File: src/sv/ftrp_pkg.sv
`timescale 1ns / 1ps

package ftrp_pkg;

   localparam int FTRP_NUM_STATES = 8;

   localparam int OP_W     = 3;
   localparam int TARGET_W = 3;
   localparam int CUR_W    = 3;
   localparam int MASK_W   = 8;
   localparam int REQ_W    = 8;
   localparam int RSP_W    = 16;

   typedef enum logic [OP_W-1:0] {
      OP_STEP       = 3'd0,
      OP_CHANGE     = 3'd1,
      OP_GARBAGE    = 3'd2,
      OP_DELETE_ONE = 3'd3,
      OP_DELETE_ALL = 3'd4
   } op_type;

   typedef enum logic [2:0] {
      ST_INIT,
      ST_IDLE,
      ST_APPLY,
      ST_CLOSE,
      ST_OUT
   } ctrl_state_type;

   typedef enum logic [1:0] {
      CL_IDLE,
      CL_ISSUE,
      CL_DATA
   } closure_state_type;

   typedef logic [2:0] edge_rom_type [8];

   localparam edge_rom_type RESET_EDGE0 = '{3'd0, 3'd5, 3'd4, 3'd0, 3'd2, 3'd3, 3'd7, 3'd5};
   localparam edge_rom_type RESET_EDGE1 = '{3'd1, 3'd7, 3'd3, 3'd6, 3'd0, 3'd6, 3'd2, 3'd4};

endpackage

File: src/sv/fsm_table_reachability_pruner.sv
`timescale 1ns / 1ps

// channel  ports        dir  beat contents
// req      req_t*       in   operation, edge_bit, target_state
// rsp      rsp_t*       out  cur_state, state_mask, deleted_flag
//
// after reset the table loads its initial graph one row at a time, req_tready low
// step and change go through read, apply and result; delete one and unused codes go to result
// garbage and delete all run the closure unit, which issues one table row read and takes
// its data for each of the R reached states, then go to result
// a result waits in the output register while rsp_tready is low; the next beat is taken
// meanwhile and holds its result until the register frees

module fsm_table_reachability_pruner
   import ftrp_pkg::*;
#(
   parameter int NUM_STATES = FTRP_NUM_STATES
) (
   input  logic             clock,
   input  logic             reset,
   input  logic             req_tvalid,
   output logic             req_tready,
   input  logic [REQ_W-1:0] req_tdata,  // operation[2:0], edge_bit[3], target_state[6:4], 0
   output logic             rsp_tvalid,
   input  logic             rsp_tready,
   output logic [RSP_W-1:0] rsp_tdata   // cur_state[2:0], state_mask[10:3],
                                        // deleted_flag[11], 0
);

   localparam int SW = $clog2(NUM_STATES);
   localparam int RW = 2 * SW;

   ctrl_state_type state_ff, state_in;

   logic [SW-1:0]         init_cnt_ff, init_cnt_in;
   logic [SW-1:0]         present_ff, present_in;
   logic [NUM_STATES-1:0] reached_ff, reached_in;
   logic [NUM_STATES-1:0] deleted_ff, deleted_in;

   logic [OP_W-1:0]       op_ff, op_in;
   logic                  bit_ff, bit_in;
   logic [TARGET_W-1:0]   target_ff, target_in;
   logic [MASK_W-1:0]     res_mask_ff, res_mask_in;
   logic                  res_flag_ff, res_flag_in;

   logic                  rsp_valid_ff, rsp_valid_in;
   logic [RSP_W-1:0]      rsp_data_ff, rsp_data_in;

   logic [RW-1:0]         reset_rows [NUM_STATES];

   logic                  wr_en;
   logic [SW-1:0]         wr_addr;
   logic [RW-1:0]         wr_data;
   logic                  ctrl_rd_en;
   logic                  rd_en;
   logic [SW-1:0]         rd_addr;
   logic [RW-1:0]         rd_data;

   logic                  cl_start;
   logic                  cl_rd_en;
   logic [SW-1:0]         cl_rd_addr;
   logic                  cl_done;
   logic [NUM_STATES-1:0] cl_seen;

   logic                  accept;
   logic [OP_W-1:0]       req_op;
   logic                  req_bit;
   logic [TARGET_W-1:0]   req_target;
   logic [SW-1:0]         req_tidx;
   logic                  req_in_range;
   logic                  tgt_in_range;
   logic [NUM_STATES-1:0] unreached;
   logic [NUM_STATES-1:0] new_deleted;

   for (genvar g = 0; g < NUM_STATES; g++) begin : g_reset_row
      localparam int E0 = (g < 8) ? int'(RESET_EDGE0[g % 8]) % NUM_STATES : g;
      localparam int E1 = (g < 8) ? int'(RESET_EDGE1[g % 8]) % NUM_STATES : g;
      assign reset_rows[g] = {SW'(E1), SW'(E0)};
   end

   ftrp_ram #(
      .WIDTH (RW),
      .DEPTH (NUM_STATES)
   ) u_table (
      .clock   (clock),
      .wr_en   (wr_en),
      .wr_addr (wr_addr),
      .wr_data (wr_data),
      .rd_en   (rd_en),
      .rd_addr (rd_addr),
      .rd_data (rd_data)
   );

   ftrp_closure #(
      .NUM_STATES (NUM_STATES)
   ) u_closure (
      .clock   (clock),
      .reset   (reset),
      .start   (cl_start),
      .root    (present_ff),
      .rd_data (rd_data),
      .rd_en   (cl_rd_en),
      .rd_addr (cl_rd_addr),
      .done    (cl_done),
      .seen    (cl_seen)
   );

   assign rd_en   = cl_rd_en | ctrl_rd_en;
   assign rd_addr = cl_rd_en ? cl_rd_addr : present_ff;

   assign req_op       = req_tdata[2:0];
   assign req_bit      = req_tdata[3];
   assign req_target   = req_tdata[6:4];
   assign req_tidx     = SW'(req_target);
   assign req_in_range = int'(req_target) < NUM_STATES;
   assign tgt_in_range = int'(target_ff) < NUM_STATES;
   assign accept       = req_tvalid & req_tready;

   always_ff @(posedge clock) begin
      if (reset) begin
         state_ff     <= ST_INIT;
         init_cnt_ff  <= '0;
         present_ff   <= '0;
         reached_ff   <= '0;
         deleted_ff   <= '0;
         rsp_valid_ff <= 1'b0;
      end else begin
         state_ff     <= state_in;
         init_cnt_ff  <= init_cnt_in;
         present_ff   <= present_in;
         reached_ff   <= reached_in;
         deleted_ff   <= deleted_in;
         rsp_valid_ff <= rsp_valid_in;
      end
   end

   always_ff @(posedge clock) begin
      op_ff       <= op_in;
      bit_ff      <= bit_in;
      target_ff   <= target_in;
      res_mask_ff <= res_mask_in;
      res_flag_ff <= res_flag_in;
      rsp_data_ff <= rsp_data_in;
   end

   always_comb begin
      state_in     = state_ff;
      init_cnt_in  = init_cnt_ff;
      present_in   = present_ff;
      reached_in   = reached_ff;
      deleted_in   = deleted_ff;
      op_in        = op_ff;
      bit_in       = bit_ff;
      target_in    = target_ff;
      res_mask_in  = res_mask_ff;
      res_flag_in  = res_flag_ff;
      rsp_data_in  = rsp_data_ff;
      rsp_valid_in = rsp_valid_ff & ~rsp_tready;
      req_tready   = 1'b0;
      wr_en        = 1'b0;
      wr_addr      = present_ff;
      wr_data      = rd_data;
      ctrl_rd_en   = 1'b0;
      cl_start     = 1'b0;
      unreached    = ~cl_seen;
      new_deleted  = unreached & ~deleted_ff;

      case (state_ff)
         ST_INIT: begin
            wr_en       = 1'b1;
            wr_addr     = init_cnt_ff;
            wr_data     = reset_rows[init_cnt_ff];
            init_cnt_in = init_cnt_ff + 1'b1;
            if (init_cnt_ff == SW'(NUM_STATES - 1)) begin
               state_in = ST_IDLE;
            end
         end
         ST_IDLE: begin
            req_tready = 1'b1;
            if (accept) begin
               op_in       = req_op;
               bit_in      = req_bit;
               target_in   = req_target;
               res_mask_in = '0;
               res_flag_in = 1'b0;
               case (req_op)
                  OP_STEP, OP_CHANGE: begin
                     ctrl_rd_en = 1'b1;
                     state_in   = ST_APPLY;
                  end
                  OP_GARBAGE, OP_DELETE_ALL: begin
                     cl_start = 1'b1;
                     state_in = ST_CLOSE;
                  end
                  OP_DELETE_ONE: begin
                     if (req_in_range && !reached_ff[req_tidx] && !deleted_ff[req_tidx]) begin
                        deleted_in  = deleted_ff | (NUM_STATES'(1) << req_tidx);
                        res_flag_in = 1'b1;
                     end
                     state_in = ST_OUT;
                  end
                  default: begin
                     state_in = ST_OUT;
                  end
               endcase
            end
         end
         ST_APPLY: begin
            if (op_ff == OP_STEP) begin
               present_in = bit_ff ? rd_data[RW-1:SW] : rd_data[SW-1:0];
            end else begin
               wr_en   = tgt_in_range;
               wr_data = bit_ff ? {SW'(target_ff), rd_data[SW-1:0]}
                                : {rd_data[RW-1:SW], SW'(target_ff)};
            end
            state_in = ST_OUT;
         end
         ST_CLOSE: begin
            if (cl_done) begin
               reached_in = cl_seen;
               if (op_ff == OP_DELETE_ALL) begin
                  deleted_in  = deleted_ff | new_deleted;
                  res_mask_in = MASK_W'(new_deleted);
               end else begin
                  res_mask_in = MASK_W'(unreached);
               end
               state_in = ST_OUT;
            end
         end
         ST_OUT: begin
            if (!rsp_valid_ff || rsp_tready) begin
               rsp_valid_in = 1'b1;
               rsp_data_in  = {4'd0, res_flag_ff, res_mask_ff, CUR_W'(present_ff)};
               state_in     = ST_IDLE;
            end
         end
         default: begin
            state_in = ST_IDLE;
         end
      endcase
   end

   assign rsp_tvalid = rsp_valid_ff;
   assign rsp_tdata  = rsp_data_ff;

endmodule

File: src/sv/ftrp_ram.sv
`timescale 1ns / 1ps

module ftrp_ram #(
   parameter int WIDTH = 8,
   parameter int DEPTH = 16
) (
   input  logic                     clock,
   input  logic                     wr_en,
   input  logic [$clog2(DEPTH)-1:0] wr_addr,
   input  logic [WIDTH-1:0]         wr_data,
   input  logic                     rd_en,
   input  logic [$clog2(DEPTH)-1:0] rd_addr,
   output logic [WIDTH-1:0]         rd_data
);

   logic [WIDTH-1:0] mem_ff [DEPTH];
   logic [WIDTH-1:0] rd_data_ff;

   always_ff @(posedge clock) begin
      if (wr_en) begin
         mem_ff[wr_addr] <= wr_data;
      end
      if (rd_en) begin
         rd_data_ff <= mem_ff[rd_addr];
      end
   end

   assign rd_data = rd_data_ff;

endmodule

File: src/sv/ftrp_closure.sv
`timescale 1ns / 1ps

module ftrp_closure
   import ftrp_pkg::*;
#(
   parameter int NUM_STATES = FTRP_NUM_STATES
) (
   input  logic                          clock,
   input  logic                          reset,
   input  logic                          start,
   input  logic [$clog2(NUM_STATES)-1:0] root,
   input  logic [2*$clog2(NUM_STATES)-1:0] rd_data,
   output logic                          rd_en,
   output logic [$clog2(NUM_STATES)-1:0] rd_addr,
   output logic                          done,
   output logic [NUM_STATES-1:0]         seen
);

   localparam int SW = $clog2(NUM_STATES);

   closure_state_type state_ff, state_in;
   logic [NUM_STATES-1:0] seen_ff, seen_in;
   logic [NUM_STATES-1:0] expanded_ff, expanded_in;
   logic [NUM_STATES-1:0] pending;
   logic [SW-1:0]         pick;

   always_ff @(posedge clock) begin
      if (reset) begin
         state_ff <= CL_IDLE;
      end else begin
         state_ff <= state_in;
      end
   end

   always_ff @(posedge clock) begin
      seen_ff     <= seen_in;
      expanded_ff <= expanded_in;
   end

   // lowest pending state
   always_comb begin
      pending = seen_ff & ~expanded_ff;
      pick    = '0;
      for (int i = NUM_STATES - 1; i >= 0; i--) begin
         if (pending[i]) begin
            pick = SW'(i);
         end
      end
   end

   always_comb begin
      state_in    = state_ff;
      seen_in     = seen_ff;
      expanded_in = expanded_ff;
      rd_en       = 1'b0;
      rd_addr     = pick;
      done        = 1'b0;
      case (state_ff)
         CL_IDLE: begin
            if (start) begin
               seen_in     = NUM_STATES'(1) << root;
               expanded_in = '0;
               state_in    = CL_ISSUE;
            end
         end
         CL_ISSUE: begin
            if (pending == '0) begin
               done     = 1'b1;
               state_in = CL_IDLE;
            end else begin
               rd_en       = 1'b1;
               expanded_in = expanded_ff | (NUM_STATES'(1) << pick);
               state_in    = CL_DATA;
            end
         end
         CL_DATA: begin
            seen_in  = seen_ff | (NUM_STATES'(1) << rd_data[SW-1:0])
                               | (NUM_STATES'(1) << rd_data[2*SW-1:SW]);
            state_in = CL_ISSUE;
         end
         default: begin
            state_in = CL_IDLE;
         end
      endcase
   end

   assign seen = seen_ff;

endmodule
File: config.mk
export PLATFORM = sky130hd
export DESIGN_NAME = fsm_table_reachability_pruner
export DESIGN_NICKNAME = d
export VERILOG_FILES = /design/src/sv/ftrp_pkg.sv /design/src/sv/fsm_table_reachability_pruner.sv /design/src/sv/ftrp_ram.sv /design/src/sv/ftrp_closure.sv
export SDC_FILE = /design/constraint.sdc
export NUM_CORES = 1
export LEC_CHECK = 0
export BUFFER_PORTS_ARGS = -buffer_cell sky130_fd_sc_hd__buf_2
export CAP_MARGIN = 10
export CORE_ASPECT_RATIO = 0.9
export CORE_MARGIN = 10
export CORE_UTILIZATION = 47
export DETAILED_ROUTE_END_ITERATION = 7
export PLACE_DENSITY_LB_ADDON = 0.12
export SETUP_SLACK_MARGIN = 0.5
export SKIP_CTS_REPAIR_TIMING = 1
export SLEW_MARGIN = 20
export SYNTH_ARGS = -nofsm -noshare
export SYNTH_HDL_FRONTEND = slang
export SYNTH_SLANG_ARGS = --single-unit
File: constraint.sdc
create_clock -name clock -period 2.7 [get_ports clock]
set_clock_uncertainty 0.1 [all_clocks]
set_input_delay 0.405 -clock clock [delete_from_list [all_inputs] [get_ports clock]]
set_output_delay 0.405 -clock clock [all_outputs]
set_load 0.01 [all_outputs]
==> results.txt <==
----------------------------------------------------
[Clock tree]
  Clock buffer count from CTS ... 17
  Insertion delay of the later-clocked pin in the worst-skew pair ... 0.41 ns
  CTS clock-pin slew for the worst setup and hold paths ... 0.05 ns
  H-tree Lvls ... 4
  TritonCTS sink count ... 126
  Buffer type at the clock tree root ... clkbuf_16
  CTS tree ... yes
  Longest Clk Path Bufs ... 2

[Global route]
  Pin count of the biggest net entering global routing ... 28
  Global-route usage over all layers ... 0.1655
  Congestion Overflow GR ... 0
  First-pass GRT wire length ... 21750 um
  Via count of the first global-routing pass ... 4048
  Number of antenna violations at the first check in global routing ... 0

[Synth]
  Gate Count Post-Synth ... 493
  Total standard cell area after synthesis ... 5772 um^2
  Synthesis Warnings ... 0
  Count of flip-flops with a built-in enable after synthesis ... 98
  Synth Area per Inst ... 11.71 um^2
  Synth cell count leaders ... edfxtp_1, nor2_1, a21oi_1, nand2_1
  Fraction of post-synthesis cell area in the top cell type by area ... 0.5099
  Number of library cell types mapped by synthesis ... 55
  Flip-flop and latch count after synthesis ... 126
  Most frequently used cell type in the post-synthesis netlist ... edfxtp_1
  Area leader, netlist ... edfxtp_1
  Part of the Yosys area used for sequential elements ... 0.6070
  Commonest register cell after synthesis ... edfxtp_1
  Post-synthesis async set-or-reset flop share ... 0
  Top area cells in the synthesized netlist ... edfxtp_1, dfxtp_1, nor2_1

[Critical path]
  Family with the most delay on the worst path ... simple AND/OR/NAND/NOR gates
  Reg2Reg Depth ... 7
  Critical path fanouts, max ... 16
  Reg-to-reg critical path startpoint ... u_closure.seen[4]
  Delay of the slowest cell on the worst path ... 0.43 ns
  Required time at the endpoint of the critical path ... 2.75 ns
  Data arrival time at the worst-slack endpoint ... 2.44 ns
  Crit-path cells ... nor2b_4 -> nand4bb_4 -> or2_4 -> a32o_2 -> buf_12 -> a2111oi_1 -> nor3_1
  Element type at the critical path end ... register
  Sort of element at the start of the critical path ... register
  WS Path Type ... reg2reg
  Critical Path Slowest Stage Cell ... a2111oi_1
  Depth of the critical timing path with buffers and inverters included ... 7
  Crit. Startpoint ... u_closure.seen[4]
  Buf+Inv Stages, Crit Path ... 1

[Timing]
  Total of endpoints with negative setup slack in the final report ... 0
  Total Negative Setup Slacks ... 0 ns
  Max Clk Rate ... 417.9 MHz
  Hold Vio Cnt, Final ... 0
  Count of final max-slew check failures ... 0
  Actual transition at the worst max-transition pin ... 0.6323 ns
  Tmin final ... 2.393 ns
  Slew headroom ... 0.5785
  Setup repair after global routing missed its margin ... yes
  Final Cycle Share ... 0.8862
  Smallest setup slack after layout ... 0.3072 ns

[Power and ir drop]
  Design internal power ... 4699 uW
  Cell area power density ... 917.5 nW/um^2
  Power share of the combinational group ... 0.240
  Clock share of power ... 0.337
  Worst vdd ir ... 0.6323 mV
  Leakage power ... 0.002538 uW
  Reported net switching power ... 1932 uW
  Sw Share ... 0.2914
  Part of the total power dissipated in sequential elements ... 0.423

[Detailed routing]
  Final ANT Viol Nets ... 0
  Number of vias per cell ... 5.772
  DRC violation count after routing ... 0
  Average routed wire per standard cell ... 19.32 um
  Initial DRT Pass Iterations ... 5
  Drt first-iter violations ... 415
  Via Count ... 4208
  Post-detailed-routing wire length ... 14080 um

[Floorplanning]
  Horizontal extent of the die ... 136.8 um
  Placement Rows ... 38
  DIE HEIGHT ... 125.1 um
  Ports ... 30
  Initial Utilization ... 0.4798
  Standard cell core area ... 12030 um^2
  Total die area ... 17120 um^2

[Placed design]
  Total placed instance area ... 6277 um^2
  Number of buffers added on ports ... 24
  Post-detail-place hpwl ... 9802 um
  Post-Place Setup Slack ... 0.2051 ns
  Placer congestion estimate ... 0.9098

[Layout]
  Area taken by multi-input logic gates ... 2385 um^2
  Synth-to-layout area growth ... 25.21%
  Filler cells ... 945
  Sequential cell area ... 3503 um^2
  Number of diodes ... 0
  Post-route cell area ... 7227 um^2
  Nets ... 573
  Fraction of layout cells with a size suffix above 1 ... 0.2812

[Hold path]
  Class of the worst hold path ... in2reg
  Hold-critical path depth ... 1
  Hold path startpoint ... req_tdata[3]

[Run]
  Number of maximum-capacitance violations ... 0

[Outcome]
  Result of the run ... completed

----------------------------------------------------
## routing by layer
metal	vias to the layer above	global-route usage	wire, um
met2	149	0.2278	6283
met1	2038	0.2308	6486
met4	0	0.05514	221
met3	23	0.06685	1091
li1	1998	-	-
met5	-	0	0
## worst paths after layout
path | slack (ns) | end
worst max-delay path | 0.31 | u_table.rd_data[1]
worst min-delay path | 0.09 | bit_ff
worst max register to register | 0.31 | u_table.rd_data[1]
worst min register to register | 0.32 | rsp_tdata[8]
## final cells by class
| cell class | count | area share |
|---|---|---|
| clock buffers | 25 | 0.06994 |
| clock inverters | 7 | 0.01160 |
| inverters | 22 | 0.01143 |
| multi-input cells | 323 | 0.3300 |
| flip-flops and latches | 126 | 0.4848 |
| well taps | 160 | 0.02770 |
| repair buffers | 66 | 0.06458 |
## logic make-up after synthesis
logic type / Yosys count / share of synthesized area
and+or+nand+nor: 160 / 0.1385
adders and majority gates: 6 / 0.01257
buffers and inverters: 47 / 0.03707
xor gates and xnor gates: 2 / 0.003035
muxes: 29 / 0.05463
AOI/OAI and AO/OA: 122 / 0.1465
other: 1 / 0.0006497
DFF: 126 / 0.6070
## power by group through the flow
stage | logic (uW) | registers [uW] | clock network, uW
floorplan | 906 | 2800 | 0
global placement | 1390 | 2820 | 0
detailed placement | 1450 | 2830 | 0
CTS | 1450 | 2790 | 2270
global route | 1750 | 2840 | 2370
finish | 1590 | 2810 | 2230
## worst reg2reg max path: cells and delay by family (launching register included)
family | cells | cell delay [ns]
AO/OA/AOI/OAI | 2 | 0.70
buffers and inverters | 1 | 0.16
flip-flops | 1 | 0.39
AND/OR/NAND/NOR | 4 | 0.79
## layout by cell type, fill, tap and decap left out, drive strengths merged, types with 13 or more instances in the layout
cell / n
a211oi: 13
a21oi: 30
buf: 66
clkbuf: 25
dfxtp: 28
edfxtp: 98
inv: 22
mux2i: 18
nand2: 29
nor2: 65
nor2b: 14
nor3: 23
o22ai: 28
## state kept, by name, indices dropped and copies added, names as in the netlist, 6 cells and up
register / flops
u_table.rd_data: 6
u_closure.expanded_ff: 8
u_table.mem_ff: 48
reached_ff: 8
deleted_ff: 8
rsp_tdata: 12
res_mask_ff: 8
u_closure.seen: 8
## through the flow
stage | std cells | hold WS (ns) | total power [uW] | utilization
2_1_floorplan | 496 | 0.3003 | 3702 | -
3_3_place_gp | 690 | 0.3075 | 4210 | 0.5218
3_5_place_dp | 690 | 0.3066 | 4279 | 0.5218
4_1_cts | 722 | 0.06306 | 6516 | 0.5708
5_1_grt | 729 | 0.06271 | 6952 | 0.6008
6_report | 729 | 0.08656 | 6631 | 0.6008
Power figures use the tool's default switching activity.
